File: src/rtl/record_table_with_undo_and_fifo_unit_defines.svh
// assertion macros for the record table unit
`ifndef RECORD_TABLE_WITH_UNDO_AND_FIFO_UNIT_DEFINES_SVH
`define RECORD_TABLE_WITH_UNDO_AND_FIFO_UNIT_DEFINES_SVH

// consequent must hold in the cycle after the antecedent
`define RCT_ASSERT_NEXT(lbl, ante, cons, msg) \
  lbl: assert property (@(posedge clk_i) disable iff (!rst_ni) (ante) |=> (cons)) \
    else $error(msg);

// consequent must hold in the same cycle as the antecedent
`define RCT_ASSERT_NOW(lbl, ante, cons, msg) \
  lbl: assert property (@(posedge clk_i) disable iff (!rst_ni) (ante) |-> (cons)) \
    else $error(msg);

`endif

File: src/rtl/rct_pkg.sv
// shared types and constants of the record table unit
package rct_pkg;

  localparam int unsigned KEY_W   = 16;
  localparam int unsigned SCORE_W = 14;
  localparam int unsigned ACT_W   = 3;
  localparam int unsigned STAT_W  = 3;

  // request codes carried in the input tuser
  typedef enum logic [ACT_W-1:0] {
    ACT_ADD    = 3'd0,
    ACT_SEARCH = 3'd1,
    ACT_UNDO   = 3'd2,
    ACT_DEQ    = 3'd3,
    ACT_LIST   = 3'd4
  } rct_act_e;

  // result codes carried in the output tuser
  typedef enum logic [STAT_W-1:0] {
    STAT_OK    = 3'd0,
    STAT_FOUND = 3'd1,
    STAT_MISS  = 3'd2,
    STAT_EMPTY = 3'd3,
    STAT_FULL  = 3'd4
  } rct_stat_e;

  // sequencer states
  typedef enum logic [3:0] {
    S_IDLE,
    S_DECODE,
    S_UNDO_POP,
    S_SCAN,
    S_SHIFT,
    S_FIFO_POP,
    S_LIST_RD,
    S_LIST_CAP,
    S_EMIT
  } rct_state_e;

  // one stored record, key in the low bits
  typedef struct packed {
    logic [SCORE_W-1:0] score;
    logic [KEY_W-1:0]   key;
  } rct_entry_t;

  // one result beat from the sequencer
  typedef struct packed {
    rct_stat_e          status;
    logic [KEY_W-1:0]   key;
    logic [SCORE_W-1:0] score;
    logic               last;
  } rct_result_t;

endpackage

File: src/rtl/rct_ram.sv
// simple dual-port memory with one write port and one registered read port
module rct_ram #(
  parameter int unsigned Width = 16,
  parameter int unsigned Depth = 16,
  localparam int unsigned Aw   = $clog2(Depth)
) (
  input  logic             clk_i,
  input  logic             we_i,
  input  logic [Aw-1:0]    waddr_i,
  input  logic [Width-1:0] wdata_i,
  input  logic             re_i,
  input  logic [Aw-1:0]    raddr_i,
  output logic [Width-1:0] rdata_o
);

  logic [Width-1:0] mem_q [Depth];
  logic [Width-1:0] rdata_q;

  // write port
  always_ff @(posedge clk_i) begin
    if (we_i) begin
      mem_q[waddr_i] <= wdata_i;
    end
  end

  // registered read port, holds while not read
  always_ff @(posedge clk_i) begin
    if (re_i) begin
      rdata_q <= mem_q[raddr_i];
    end
  end

  assign rdata_o = rdata_q;

endmodule

File: src/rtl/rct_ctrl.sv
// sequencer with the shared key compare and index counter
module rct_ctrl #(
  parameter int unsigned TableDepth = 16,
  parameter int unsigned FifoDepth  = 16,
  localparam int unsigned Taw = $clog2(TableDepth),
  localparam int unsigned Faw = $clog2(FifoDepth)
) (
  input  logic                          clk_i,
  input  logic                          rst_ni,
  // request side
  input  logic                          in_valid_i,
  output logic                          in_ready_o,
  input  logic [rct_pkg::ACT_W-1:0]     in_act_i,
  input  logic [rct_pkg::KEY_W-1:0]     in_key_i,
  input  logic [rct_pkg::SCORE_W-1:0]   in_score_i,
  // result side
  output logic                          res_valid_o,
  input  logic                          res_ready_i,
  output rct_pkg::rct_result_t          res_o,
  // record list memory
  output logic                          list_we_o,
  output logic [Taw-1:0]                list_waddr_o,
  output rct_pkg::rct_entry_t           list_wdata_o,
  output logic                          list_re_o,
  output logic [Taw-1:0]                list_raddr_o,
  input  rct_pkg::rct_entry_t           list_rdata_i,
  // undo key stack memory
  output logic                          undo_we_o,
  output logic [Taw-1:0]                undo_waddr_o,
  output logic [rct_pkg::KEY_W-1:0]     undo_wdata_o,
  output logic                          undo_re_o,
  output logic [Taw-1:0]                undo_raddr_o,
  input  logic [rct_pkg::KEY_W-1:0]     undo_rdata_i,
  // fifo memory
  output logic                          fifo_we_o,
  output logic [Faw-1:0]                fifo_waddr_o,
  output rct_pkg::rct_entry_t           fifo_wdata_o,
  output logic                          fifo_re_o,
  output logic [Faw-1:0]                fifo_raddr_o,
  input  rct_pkg::rct_entry_t           fifo_rdata_i
);

  import rct_pkg::*;

  localparam int unsigned Tcw = $clog2(TableDepth + 1);
  localparam int unsigned Fcw = $clog2(FifoDepth + 1);

  rct_state_e          state_q, state_d;
  logic [ACT_W-1:0]    act_q, act_d;
  logic [KEY_W-1:0]    key_q, key_d;
  logic [SCORE_W-1:0]  score_q, score_d;
  logic [Tcw-1:0]      list_cnt_q, list_cnt_d;
  logic [Tcw-1:0]      undo_cnt_q, undo_cnt_d;
  logic [Fcw-1:0]      fifo_cnt_q, fifo_cnt_d;
  logic [Faw-1:0]      head_q, head_d;
  logic [Tcw-1:0]      rd_idx_q, rd_idx_d;
  logic [Taw-1:0]      wr_idx_q, wr_idx_d;
  logic                pend_q, pend_d;
  rct_result_t         res_q, res_d;

  logic                full;
  logic                hit;
  logic                more;
  logic [Tcw-1:0]      rd_idx_inc;
  logic [Tcw-1:0]      undo_top;
  logic [Fcw:0]        tail_sum;
  logic [Fcw:0]        tail_wrap;
  logic [Faw-1:0]      head_inc;

  // shared compare and index arithmetic
  assign full       = (list_cnt_q >= Tcw'(TableDepth)) || (fifo_cnt_q >= Fcw'(FifoDepth))
                      || (undo_cnt_q >= Tcw'(TableDepth));
  assign hit        = pend_q && (list_rdata_i.key == key_q);
  assign more       = rd_idx_q < list_cnt_q;
  assign rd_idx_inc = rd_idx_q + Tcw'(1);
  assign undo_top   = undo_cnt_q - Tcw'(1);
  assign tail_sum   = {1'b0, Fcw'(head_q)} + {1'b0, fifo_cnt_q};
  assign tail_wrap  = (tail_sum >= (Fcw + 1)'(FifoDepth)) ?
                      tail_sum - (Fcw + 1)'(FifoDepth) : tail_sum;
  assign head_inc   = (head_q == Faw'(FifoDepth - 1)) ? '0 : head_q + Faw'(1);

  // next state
  always_comb begin
    state_d = state_q;
    case (state_q)
      S_IDLE: begin
        if (in_valid_i) begin
          state_d = S_DECODE;
        end
      end
      S_DECODE: begin
        case (act_q)
          ACT_ADD:    state_d = S_EMIT;
          ACT_SEARCH: state_d = S_SCAN;
          ACT_UNDO:   state_d = (undo_cnt_q == '0) ? S_EMIT : S_UNDO_POP;
          ACT_DEQ:    state_d = (fifo_cnt_q == '0) ? S_EMIT : S_FIFO_POP;
          ACT_LIST:   state_d = (list_cnt_q == '0) ? S_EMIT : S_LIST_RD;
          default:    state_d = S_IDLE;
        endcase
      end
      S_UNDO_POP: state_d = S_SCAN;
      S_SCAN: begin
        if (hit) begin
          state_d = (act_q == ACT_UNDO) ? S_SHIFT : S_EMIT;
        end else if (!more) begin
          state_d = S_EMIT;
        end
      end
      S_SHIFT: begin
        if (!more && !pend_q) begin
          state_d = S_EMIT;
        end
      end
      S_FIFO_POP: state_d = S_EMIT;
      S_LIST_RD:  state_d = S_LIST_CAP;
      S_LIST_CAP: state_d = S_EMIT;
      S_EMIT: begin
        if (res_ready_i) begin
          state_d = res_q.last ? S_IDLE : S_LIST_RD;
        end
      end
      default: state_d = S_IDLE;
    endcase
  end

  // handshake and memory port controls
  always_comb begin
    in_ready_o   = 1'b0;
    res_valid_o  = 1'b0;
    list_we_o    = 1'b0;
    list_waddr_o = list_cnt_q[Taw-1:0];
    list_wdata_o = '{score: score_q, key: key_q};
    list_re_o    = 1'b0;
    list_raddr_o = rd_idx_q[Taw-1:0];
    undo_we_o    = 1'b0;
    undo_waddr_o = undo_cnt_q[Taw-1:0];
    undo_wdata_o = key_q;
    undo_re_o    = 1'b0;
    undo_raddr_o = undo_top[Taw-1:0];
    fifo_we_o    = 1'b0;
    fifo_waddr_o = tail_wrap[Faw-1:0];
    fifo_wdata_o = '{score: score_q, key: key_q};
    fifo_re_o    = 1'b0;
    fifo_raddr_o = head_q;
    case (state_q)
      S_IDLE: in_ready_o = 1'b1;
      S_DECODE: begin
        if (act_q == ACT_ADD && !full) begin
          list_we_o = 1'b1;
          undo_we_o = 1'b1;
          fifo_we_o = 1'b1;
        end
        undo_re_o = (act_q == ACT_UNDO) && (undo_cnt_q != '0);
        fifo_re_o = (act_q == ACT_DEQ) && (fifo_cnt_q != '0);
      end
      S_SCAN: list_re_o = !hit && more;
      S_SHIFT: begin
        list_we_o    = pend_q;
        list_waddr_o = wr_idx_q;
        list_wdata_o = list_rdata_i;
        list_re_o    = more;
      end
      S_LIST_RD: list_re_o = 1'b1;
      S_EMIT:    res_valid_o = 1'b1;
      default: ;
    endcase
  end

  // datapath next values
  always_comb begin
    act_d      = act_q;
    key_d      = key_q;
    score_d    = score_q;
    list_cnt_d = list_cnt_q;
    undo_cnt_d = undo_cnt_q;
    fifo_cnt_d = fifo_cnt_q;
    head_d     = head_q;
    rd_idx_d   = rd_idx_q;
    wr_idx_d   = wr_idx_q;
    pend_d     = pend_q;
    res_d      = res_q;
    case (state_q)
      S_IDLE: begin
        act_d    = in_act_i;
        key_d    = in_key_i;
        score_d  = in_score_i;
        rd_idx_d = '0;
        pend_d   = 1'b0;
      end
      S_DECODE: begin
        res_d = '{status: STAT_OK, key: '0, score: '0, last: 1'b1};
        case (act_q)
          ACT_ADD: begin
            if (full) begin
              res_d.status = STAT_FULL;
            end else begin
              list_cnt_d = list_cnt_q + Tcw'(1);
              undo_cnt_d = undo_cnt_q + Tcw'(1);
              fifo_cnt_d = fifo_cnt_q + Fcw'(1);
            end
          end
          ACT_UNDO: if (undo_cnt_q == '0) res_d.status = STAT_EMPTY;
          ACT_DEQ:  if (fifo_cnt_q == '0) res_d.status = STAT_EMPTY;
          ACT_LIST: if (list_cnt_q == '0) res_d.status = STAT_EMPTY;
          default: ;
        endcase
      end
      S_UNDO_POP: begin
        key_d      = undo_rdata_i;
        undo_cnt_d = undo_top;
      end
      S_SCAN: begin
        if (hit) begin
          res_d    = '{status: STAT_FOUND, key: key_q, score: list_rdata_i.score, last: 1'b1};
          wr_idx_d = Taw'(rd_idx_q - Tcw'(1));
          pend_d   = 1'b0;
        end else if (more) begin
          rd_idx_d = rd_idx_inc;
          pend_d   = 1'b1;
        end else if (act_q == ACT_UNDO) begin
          res_d = '{status: STAT_OK, key: key_q, score: '0, last: 1'b1};
        end else begin
          res_d = '{status: STAT_MISS, key: '0, score: '0, last: 1'b1};
        end
      end
      S_SHIFT: begin
        if (pend_q) begin
          wr_idx_d = wr_idx_q + Taw'(1);
        end
        if (more) begin
          rd_idx_d = rd_idx_inc;
          pend_d   = 1'b1;
        end else begin
          pend_d = 1'b0;
          if (!pend_q) begin
            list_cnt_d = list_cnt_q - Tcw'(1);
            res_d      = '{status: STAT_OK, key: key_q, score: '0, last: 1'b1};
          end
        end
      end
      S_FIFO_POP: begin
        res_d      = '{status: STAT_OK, key: fifo_rdata_i.key, score: fifo_rdata_i.score,
                       last: 1'b1};
        head_d     = head_inc;
        fifo_cnt_d = fifo_cnt_q - Fcw'(1);
      end
      S_LIST_CAP: begin
        res_d    = '{status: STAT_OK, key: list_rdata_i.key, score: list_rdata_i.score,
                     last: (rd_idx_inc == list_cnt_q)};
        rd_idx_d = rd_idx_inc;
      end
      default: ;
    endcase
  end

  // control registers
  always_ff @(posedge clk_i or negedge rst_ni) begin
    if (!rst_ni) begin
      state_q    <= S_IDLE;
      list_cnt_q <= '0;
      undo_cnt_q <= '0;
      fifo_cnt_q <= '0;
      head_q     <= '0;
      pend_q     <= 1'b0;
    end else begin
      state_q    <= state_d;
      list_cnt_q <= list_cnt_d;
      undo_cnt_q <= undo_cnt_d;
      fifo_cnt_q <= fifo_cnt_d;
      head_q     <= head_d;
      pend_q     <= pend_d;
    end
  end

  // payload registers
  always_ff @(posedge clk_i) begin
    act_q    <= act_d;
    key_q    <= key_d;
    score_q  <= score_d;
    rd_idx_q <= rd_idx_d;
    wr_idx_q <= wr_idx_d;
    res_q    <= res_d;
  end

  assign res_o = res_q;

endmodule

File: src/rtl/record_table_with_undo_and_fifo_unit.sv
// top level of the record table with undo stack and fifo
//
// Requests arrive on the s_axis channel: tuser carries the action (add,
// search, undo, dequeue, list) and tdata the key and score. Results leave on
// the m_axis channel: tuser carries the status, tdata the key and score, and
// tlast marks the final beat caused by a request.
// One request is in work at a time; s_axis_tready_o is high only while the
// sequencer is idle. Search walks the record list through one memory read
// port at one entry per cycle. Undo stops its scan at the match and then
// moves every later record down by one, so the list is walked once. List
// reads, captures and emits each record beat in turn.
// A result beat waits in an output register, so the sequencer hands over a
// beat and goes on while the receiver holds tready low; when that register
// is still full the sequencer waits.
// Reset clears the counts and the fifo head, so all stores start empty; the
// memories themselves are not cleared and no clearing pass is needed.
module record_table_with_undo_and_fifo_unit #(
  parameter int unsigned TABLE_DEPTH = 16,
  parameter int unsigned FIFO_DEPTH  = 16
) (
  input  logic        clk_i,
  input  logic        rst_ni,
  input  logic        s_axis_tvalid_i,
  output logic        s_axis_tready_o,
  input  logic [31:0] s_axis_tdata_i,  // key [15:0], score [29:16], zero pad
  input  logic [2:0]  s_axis_tuser_i,  // action [2:0]
  output logic        m_axis_tvalid_o,
  input  logic        m_axis_tready_i,
  output logic [31:0] m_axis_tdata_o,  // out_key [15:0], out_score [29:16], zero pad
  output logic [2:0]  m_axis_tuser_o,  // status [2:0]
  output logic        m_axis_tlast_o   // last
);

  import rct_pkg::*;

  `include "record_table_with_undo_and_fifo_unit_defines.svh"

  localparam int unsigned Taw = $clog2(TABLE_DEPTH);
  localparam int unsigned Faw = $clog2(FIFO_DEPTH);

  logic                res_valid;
  logic                res_ready;
  rct_result_t         res;

  logic                list_we, list_re;
  logic [Taw-1:0]      list_waddr, list_raddr;
  rct_entry_t          list_wdata, list_rdata;
  logic                undo_we, undo_re;
  logic [Taw-1:0]      undo_waddr, undo_raddr;
  logic [KEY_W-1:0]    undo_wdata, undo_rdata;
  logic                fifo_we, fifo_re;
  logic [Faw-1:0]      fifo_waddr, fifo_raddr;
  rct_entry_t          fifo_wdata, fifo_rdata;

  logic                out_valid_q;
  rct_result_t         out_q;

  // sequencer
  rct_ctrl #(
    .TableDepth (TABLE_DEPTH),
    .FifoDepth  (FIFO_DEPTH)
  ) u_ctrl (
    .clk_i        (clk_i),
    .rst_ni       (rst_ni),
    .in_valid_i   (s_axis_tvalid_i),
    .in_ready_o   (s_axis_tready_o),
    .in_act_i     (s_axis_tuser_i),
    .in_key_i     (s_axis_tdata_i[KEY_W-1:0]),
    .in_score_i   (s_axis_tdata_i[KEY_W+SCORE_W-1:KEY_W]),
    .res_valid_o  (res_valid),
    .res_ready_i  (res_ready),
    .res_o        (res),
    .list_we_o    (list_we),
    .list_waddr_o (list_waddr),
    .list_wdata_o (list_wdata),
    .list_re_o    (list_re),
    .list_raddr_o (list_raddr),
    .list_rdata_i (list_rdata),
    .undo_we_o    (undo_we),
    .undo_waddr_o (undo_waddr),
    .undo_wdata_o (undo_wdata),
    .undo_re_o    (undo_re),
    .undo_raddr_o (undo_raddr),
    .undo_rdata_i (undo_rdata),
    .fifo_we_o    (fifo_we),
    .fifo_waddr_o (fifo_waddr),
    .fifo_wdata_o (fifo_wdata),
    .fifo_re_o    (fifo_re),
    .fifo_raddr_o (fifo_raddr),
    .fifo_rdata_i (fifo_rdata)
  );

  // record list storage
  rct_ram #(
    .Width ($bits(rct_entry_t)),
    .Depth (TABLE_DEPTH)
  ) u_list_ram (
    .clk_i   (clk_i),
    .we_i    (list_we),
    .waddr_i (list_waddr),
    .wdata_i (list_wdata),
    .re_i    (list_re),
    .raddr_i (list_raddr),
    .rdata_o (list_rdata)
  );

  // undo key stack storage
  rct_ram #(
    .Width (KEY_W),
    .Depth (TABLE_DEPTH)
  ) u_undo_ram (
    .clk_i   (clk_i),
    .we_i    (undo_we),
    .waddr_i (undo_waddr),
    .wdata_i (undo_wdata),
    .re_i    (undo_re),
    .raddr_i (undo_raddr),
    .rdata_o (undo_rdata)
  );

  // fifo storage
  rct_ram #(
    .Width ($bits(rct_entry_t)),
    .Depth (FIFO_DEPTH)
  ) u_fifo_ram (
    .clk_i   (clk_i),
    .we_i    (fifo_we),
    .waddr_i (fifo_waddr),
    .wdata_i (fifo_wdata),
    .re_i    (fifo_re),
    .raddr_i (fifo_raddr),
    .rdata_o (fifo_rdata)
  );

  // output register takes a beat when empty or being drained
  assign res_ready = !out_valid_q || m_axis_tready_i;

  always_ff @(posedge clk_i or negedge rst_ni) begin
    if (!rst_ni) begin
      out_valid_q <= 1'b0;
    end else if (res_ready) begin
      out_valid_q <= res_valid;
    end
  end

  always_ff @(posedge clk_i) begin
    if (res_ready && res_valid) begin
      out_q <= res;
    end
  end

  assign m_axis_tvalid_o = out_valid_q;
  assign m_axis_tdata_o  = {2'b00, out_q.score, out_q.key};
  assign m_axis_tuser_o  = out_q.status;
  assign m_axis_tlast_o  = out_q.last;

  // checks on the sequencer and output register
  `RCT_ASSERT_NEXT(a_busy_after_accept, s_axis_tvalid_i && s_axis_tready_o, !s_axis_tready_o, "request taken while busy")
  `RCT_ASSERT_NOW(a_no_result_when_idle, s_axis_tready_o, !res_valid, "result beat while idle")
  `RCT_ASSERT_NEXT(a_result_loaded, res_valid && res_ready, m_axis_tvalid_o && (m_axis_tlast_o == $past(res.last)), "result beat lost")
  `RCT_ASSERT_NEXT(a_idle_after_last, res_valid && res_ready && res.last, s_axis_tready_o, "not idle after final beat")

endmodule

File: config.mk
export PLATFORM = sky130hd
export DESIGN_NAME = record_table_with_undo_and_fifo_unit
export DESIGN_NICKNAME = d
export VERILOG_FILES = /design/src/rtl/rct_pkg.sv /design/src/rtl/rct_ram.sv /design/src/rtl/rct_ctrl.sv /design/src/rtl/record_table_with_undo_and_fifo_unit.sv
export VERILOG_INCLUDE_DIRS = /design/src /design/src/rtl
export SDC_FILE = /design/constraint.sdc
export NUM_CORES = 1
export LEC_CHECK = 0
export CORE_ASPECT_RATIO = 1.25
export CORE_MARGIN = 2
export CORE_UTILIZATION = 40
export CTS_CLUSTER_DIAMETER = 50
export CTS_CLUSTER_SIZE = 40
export DETAILED_ROUTE_END_ITERATION = 10
export DONT_BUFFER_PORTS = 1
export PLACE_DENSITY = 0.62
export SKIP_LAST_GASP = 1
export SYNTH_ARGS = -nofsm -noshare
export SYNTH_HDL_FRONTEND = slang
export SYNTH_HIERARCHICAL = 1
export SYNTH_SLANG_ARGS = --single-unit
export TNS_END_PERCENT = 30
File: constraint.sdc
create_clock -name clk_i -period 13.5 [get_ports clk_i]
set_input_delay 1.35 -clock clk_i [delete_from_list [all_inputs] [get_ports clk_i]]
set_output_delay 1.35 -clock clk_i [all_outputs]
set_load 0.05 [all_outputs]
# Word-level counts from Yosys, hierarchy flattened
# Memory sizes are Yosys's and may differ from the RTL's. A register that Yosys moved wholly into a read port is not among the register bits.
# Cells that the tools add are included.
# op_classes
add_sub_neg	12
magnitude_cmp	5
eq_ne	27
n_mux	61
n_reduce_logical	39
# ops
operator	n
one-hot mux 34 bit (5 select lines)	1
2-to-1 mux 34 bit	4
2-to-1 mux 4 bit	14
2-to-1 mux 5 bit	10
2-to-1 mux 33 bit	1
one-hot mux 16 bit (2 select lines)	1
one-hot mux 4 bit (8 select lines)	1
2-to-1 mux 30 bit	1
one-hot mux 5 bit (2 select lines)	3
adder 5 x 1 -> 5 bit, second input constant	4
one-hot mux 4 bit (5 select lines)	1
one-hot mux 5 bit (4 select lines)	1
equality test 16 bit	1
equality test 4 x 3 -> 1 bit, second input constant	4
greater-or-equal comparator 5 bit, second input constant	3
zero test 5 bit	3
nonzero test 5 bit	3
subtractor 5 x 1 -> 5 bit, second input constant	3
2-to-1 mux 1 bit	13
inequality test 2 bit, second input constant	6
one-hot mux 3 bit (4 select lines)	1
nonzero test 2 bit	5
AND reduction 3 bit	3
adder 4 x 1 -> 4 bit, second input constant	2
30 further kinds	55
# totals
regBits	135
ramBits	1216
in_bits	39
out_inout_bits	38
wordCells	167
memories	3
# mem_list
memory	depth	width	read_ports	rd_ports_with_merged_regs	write_ports	line	source
u_fifo_ram.mem_q	16	30	1	1	1	rct_ram.sv:16	logic [Width-1:0] mem_q [Depth];
u_list_ram.mem_q	16	30	1	1	1	rct_ram.sv:16	
u_undo_ram.mem_q	16	16	1	1	1	rct_ram.sv:16	

# Depth between registers and ports, before layout
# logic_depth
depth_word	9
mapped_depth	12
mapped_depth_nobuf	9

# Cells and area by module
# The synthesis kept the hierarchy.
# by_module_without_submodules
module	instances	cells_each	area_each_um2	seq_area_each_um2
rct_ram (u_fifo_ram)	1	785	19241.0	15314.7
rct_ram (u_list_ram)	1	785	19239.7	15314.7
rct_ram (u_undo_ram)	1	432	10203.5	8167.8
rct_ctrl	1	592	6005.8	2882.8
record_table_with_undo_and_fifo_unit	1	41	1093.5	1046.0

# Worst setup path before layout
# Ideal clock, no wire load.
# synth_timing
kind	reg-to-reg
startpoint	reg u_ctrl.state_q[0]
endpoint	mem u_list_ram/mem_q[0][0] (netlist name) (enable)
setup_time_ns	0.455
arrival_ns	4.114
required_time_ns	13.045
setup_slack_ns	8.932
path_stages_with_launch	11
n_path_buf	3
period_less_slack_ns	4.568
path_cell_list	dfrtp_1 clkbuf_1 nor2_1 nand2_1 inv_1 buf_2 clkbuf_1 nand2_1 nand2_1 or3b_2 nor3_1
# synth_via
elab_chain_len	4
word_cells_on_any_way	6
classes_between	2 x eq/ne; 4 x mux
# synth_lines
item	line	source
start, declared	rct_ctrl.sv:48	rct_state_e state_q, state_d;
start signal, assigned	rct_ctrl.sv:266	state_q <= state_d;
equality test 4 x 3 -> 1 bit or equality test 4 x 1 -> 1 bit (tied branches)	rct_ctrl.sv:145	case (state_q)
one-hot mux 1 bit (2 select lines) *	rct_ctrl.sv:145	
via list_we	record_table_with_undo_and_fifo_unit.sv:45	logic list_we, list_re;
2-to-1 mux 1 bit *	rct_ram.sv:21	if (we_i) begin
2-to-1 mux 1 bit (not written as such) *	rct_ram.sv:22	mem_q[waddr_i] <= wdata_i;
end, declared	rct_ram.sv:16	
# Mark *: on every way through the listed nets, which the timed path passes. The rest lies on a longest branch.

# Worst setup path after layout
# layout_timing
startpoint	reg u_ctrl.state_q[3]
endpoint	mem u_list_ram/mem_q[3][1] (netlist name) (enable)
# layout_via
word_cells_on_any_way	6
classes_between	2 x eq/ne; 4 x mux
# layout_lines
item	line	source
equality test 4 x 3 -> 1 bit	rct_ctrl.sv:145	
2-to-1 mux 4 bit	rct_ctrl.sv:145	
via list_waddr[0]	record_table_with_undo_and_fifo_unit.sv:46	logic [Taw-1:0] list_waddr, list_raddr;
# The timed path passes the listed nets, and every way through them passes these cells.

==> impl_summary.log <==
INFO  metric top_level_ports = 77
INFO  metric synth-seq-area-share = 0.766
INFO  metric final_nets = 2,747
INFO  metric worstSkewPairLatency = 0.75 ns
INFO  metric hpwl = 69,700 um
INFO  metric timing.critical_path.buf_inv = 3
INFO  metric overflow = 0
INFO  metric total_power = 12.5 mW
INFO  metric finalCritPeriodShare = 0.332
INFO  metric yosys.cell_types.count = 61
INFO  metric final.fill_count = 11,500
INFO  metric gpl.final_weighted_congestion = 0.802
INFO  metric max_stage_delay = 0.84 ns
INFO  metric cts.hold.buffers_added = 0
INFO  metric vias = 26,000
INFO  metric endpoint_kind = flop
INFO  metric synth_largest_area_cell = sky130_fd_sc_hd__edfxtp_1
INFO  metric r2r_cells = 8
INFO  metric crit_slowest_cell = sky130_fd_sc_hd__o21ai_0
INFO  metric routed_wl = 123,000 um
INFO  metric cp_data_arrival_time = 4.85 ns
INFO  metric tightest_slew = 1.14 ns
INFO  metric antenna_found_initial = 16
INFO  metric rows = 153
INFO  metric max_slew_margin = 0.242
INFO  metric synth_commonest_cells = sky130_fd_sc_hd__edfxtp_1, sky130_fd_sc_hd__mux4_2, sky130_fd_sc_hd__a22oi_1, sky130_fd_sc_hd__nand2_1, sky130_fd_sc_hd__mux4_1
INFO  metric grt_pass1_vias = 26,700
INFO  metric max_cap_violations = 0
INFO  metric asyncSetResetFlopFracSynth = 0.0175
INFO  metric worst_hold_path_type = primary input to asynchronous set/reset pin
INFO  metric cts_htree_levels = 3
INFO  metric multi_input_area = 12,100 um2
INFO  metric critPathRequiredTime = 13.87 ns
INFO  metric peakVddDrop = 171 uV
INFO  metric wire_length_of_the_first_global_routing_pass = 179,000 um
INFO  metric drt_first_iter_violations = 2,676
INFO  metric die_area = 142,000 um2
INFO  metric post-place-cells = 4,438
INFO  metric ctsLongestPathBuffers = 3
INFO  metric initial_core_util = 0.402
INFO  metric postCtsResizedCells = 0
INFO  metric syn_area = 55,800 um2
INFO  metric timing.final.hold_violations = 0
INFO  metric timing.final.setup_violations = 0
INFO  metric power_per_cell_area = 202 nW/um2
INFO  metric worst_setup_hold_path_clk_slew = 0.09 ns
INFO  metric unrepaired_setup_endpoints_after_global_routing = no
INFO  metric groute.usage.overall = 0.173
INFO  metric fin_crit = 4.48 ns
INFO  metric clock_skew = 0.0523 ns
INFO  metric detailed_route_drc_error_count = 0
INFO  metric detail_route.wl_per_cell = 26.6 um
INFO  metric core_area = 139,000 um2
INFO  metric post-synth-top-area-fraction = 0.755
INFO  metric family_with_the_most_delay_on_the_worst_path = simple AND/OR/NAND/NOR gates
INFO  metric timing.fmax = 223 MHz
INFO  metric grt_max_degree = 126
INFO  metric worstSetupStartpointType = flop
INFO  metric post_drt_via_cell_ratio = 5.62
INFO  metric layoutNonFillerInstCount = 4,638
INFO  metric detail-route-antenna-nets = 0
INFO  metric synth_warnings = 6
INFO  metric seq_area = 42,700 um2
INFO  metric status = complete, no violations
INFO  metric synth.most_common_cell = sky130_fd_sc_hd__edfxtp_1
INFO  metric detailedRoute.firstPassIterationCount = 5
INFO  metric tns = 0 ns
INFO  metric fraction_of_layout_instances_using_a_drive_strength_above_1 = 0.207
INFO  metric cts.repair_timing.setup_buffer_count = 0
INFO  metric synth-seq-cells = 1,427
INFO  metric clock_sink_count = 1,427
INFO  metric ys_dominant_reg_cell = sky130_fd_sc_hd__edfxtp_1
INFO  metric placement.io_buffers = 0
INFO  metric synth-edff-count = 1,402
INFO  metric die_width = 338 um
INFO  metric timing_worst_setup_path_type = flop to flop
INFO  metric cts_tree = yes
INFO  metric cts_buffers = 104
INFO  metric area_delta_synth_final = 11.0%
INFO  metric power_leakage = 19.5 nW
INFO  metric drv_slew = 0
INFO  metric cts-root-buf = sky130_fd_sc_hd__clkbuf_16
INFO  metric worstSetupPathDepth = 8
INFO  metric die-height = 422 um
INFO  metric avgSynthCellArea = 21.2 um2
INFO  metric ys_top_cells_by_area = sky130_fd_sc_hd__edfxtp_1, sky130_fd_sc_hd__mux4_2, sky130_fd_sc_hd__mux4_1, sky130_fd_sc_hd__a22oi_1, sky130_fd_sc_hd__nand2_1
INFO  metric crit_path_cell_trace = nor2b_1, nand2_1, buf_4, inv_2, o21ai_0, nand2_1, nor2_4, buf_4
INFO  metric synth_cells = 2,635
INFO  metric cp_max_fo = 24
==> cells by family after synthesis <==
group / share of synthesized area
flip-flops: 0.766
AND/OR/NAND/NOR: 0.0271
multiplexers: 0.135
AO/OA/AOI/OAI: 0.0370
buffers and inverters: 0.0224
XOR/XNOR: 0.00691
adder cells (fa/ha/maj): 0.00579
other: 0.0000672
==> worst paths after layout <==
path                                                    start  slack, ns                            endpoint
worst min-delay path                                   rst_ni       0.31    u_ctrl/fifo_cnt_q[4]$_DFFE_PN0P_
worst max-delay path            u_ctrl/state_q[3]$_DFFE_PN0P_       9.02    u_list_ram/mem_q[3][1]$_DFFE_PP_
max in group asynchronous                              rst_ni      13.05  u_ctrl/fifo_raddr_o[0]$_DFFE_PN0P_
worst max register to register  u_ctrl/state_q[3]$_DFFE_PN0P_       9.02    u_list_ram/mem_q[3][1]$_DFFE_PP_
worst min register to register     u_ctrl/res_o[19]$_DFFE_PP_       0.41         m_axis_tdata_o[4]$_DFFE_PP_
min in group clk_i                 u_ctrl/res_o[19]$_DFFE_PP_       0.41         m_axis_tdata_o[4]$_DFFE_PP_
==> power breakdown <==
| group | total, mW | internal [mW] | leakage [nW] | switching (mW) |
|---|---|---|---|---|
| Sequential | 6.06 | 5.69 | 13.0 | 0.364 |
| Clock | 3.40 | 1.66 | 1.85 | 1.74 |
| Combinational | 3.08 | 1.19 | 4.70 | 1.89 |
| Total | 12.5 | 8.54 | 19.5 | 3.99 |
==> flip-flops by register name, indices dropped and copies added, names as in the netlist, 5 cells and up <==
name,count
u_fifo_ram/mem_q,480
u_list_ram/mem_q,480
u_undo_ram/mem_q,256
u_ctrl/res_o,34
m_axis_tdata_o,30
u_fifo_ram/rdata_o,30
u_list_ram/rdata_o,30
u_ctrl/undo_wdata_o,16
u_undo_ram/rdata_o,16
u_ctrl/score_q,14
u_ctrl/fifo_cnt_q,5
u_ctrl/list_cnt_q,5
u_ctrl/rd_idx_q,5
u_ctrl/undo_cnt_q,5
==> layout by cell type, fill, tap and decap left out, types with 5 or more instances in the layout <==
master	count
sky130_fd_sc_hd__inv_8	15
sky130_fd_sc_hd__clkbuf_16	105
sky130_fd_sc_hd__nand3_1	12
sky130_fd_sc_hd__xnor2_1	26
sky130_fd_sc_hd__nor2b_1	9
sky130_fd_sc_hd__inv_6	13
sky130_fd_sc_hd__buf_4	95
sky130_fd_sc_hd__nor2b_2	5
sky130_fd_sc_hd__nor2_4	25
sky130_fd_sc_hd__nor2_2	8
sky130_fd_sc_hd__nand3b_1	6
sky130_fd_sc_hd__clkinv_4	5
sky130_fd_sc_hd__clkinv_2	7
sky130_fd_sc_hd__edfxtp_1	1402
sky130_fd_sc_hd__xor2_1	18
sky130_fd_sc_hd__nand2_1	167
sky130_fd_sc_hd__bufinv_16	5
sky130_fd_sc_hd__nand2b_1	14
sky130_fd_sc_hd__clkinvlp_4	5
sky130_fd_sc_hd__a22o_1	14
sky130_fd_sc_hd__ha_1	21
sky130_fd_sc_hd__clkinv_8	21
sky130_fd_sc_hd__a22oi_1	168
sky130_fd_sc_hd__or4_1	5
sky130_fd_sc_hd__a21oi_1	16
sky130_fd_sc_hd__o21ai_2	10
sky130_fd_sc_hd__nor3_1	9
sky130_fd_sc_hd__nor3_2	15
sky130_fd_sc_hd__mux2_2	17
sky130_fd_sc_hd__dfrtp_1	23
sky130_fd_sc_hd__a21boi_0	5
sky130_fd_sc_hd__nor2_1	29
sky130_fd_sc_hd__mux4_1	118
sky130_fd_sc_hd__o21ai_0	47
sky130_fd_sc_hd__inv_1	34
sky130_fd_sc_hd__inv_16	5
sky130_fd_sc_hd__inv_12	10
sky130_fd_sc_hd__mux4_2	186
==> layer usage <==
metal | routed length [um] | GRT usage | share of wire | up-vias
li1 | - | - | - | 11100
met1 | 48700 | 0.223 | 0.40 | 13900
met2 | 63200 | 0.296 | 0.51 | 875
met3 | 7440 | 0.0283 | 0.060 | 206
met4 | 3770 | 0.0596 | 0.031 | 16
met5 | 92 | 0 | 0.00075 | -
==> metrics by stage <==
step                      worst slack [ns]  instance area (um2)  hold WS, ns   util
after floorplan                       8.93                55800        0.400      -
after CTS                             9.06                61900        0.244  0.446
after global routing                  8.79                61900        0.269  0.446
after global placement                9.24                58100        0.408  0.418
final                                 9.02                61900        0.308  0.446
after detailed placement              9.07                58100        0.407  0.418
==> area by class of cell <==
cell class | instances | share of cell area
antenna | 4 | 0.000162
clock buffer | 107 | 0.0425
clock inverter | 89 | 0.0196
inverter | 37 | 0.00226
multi-input combinational | 1018 | 0.196
sequential | 1427 | 0.690
tap | 1860 | 0.0376
timing repair buffer | 96 | 0.0118
Power figures use the tool's default switching activity.
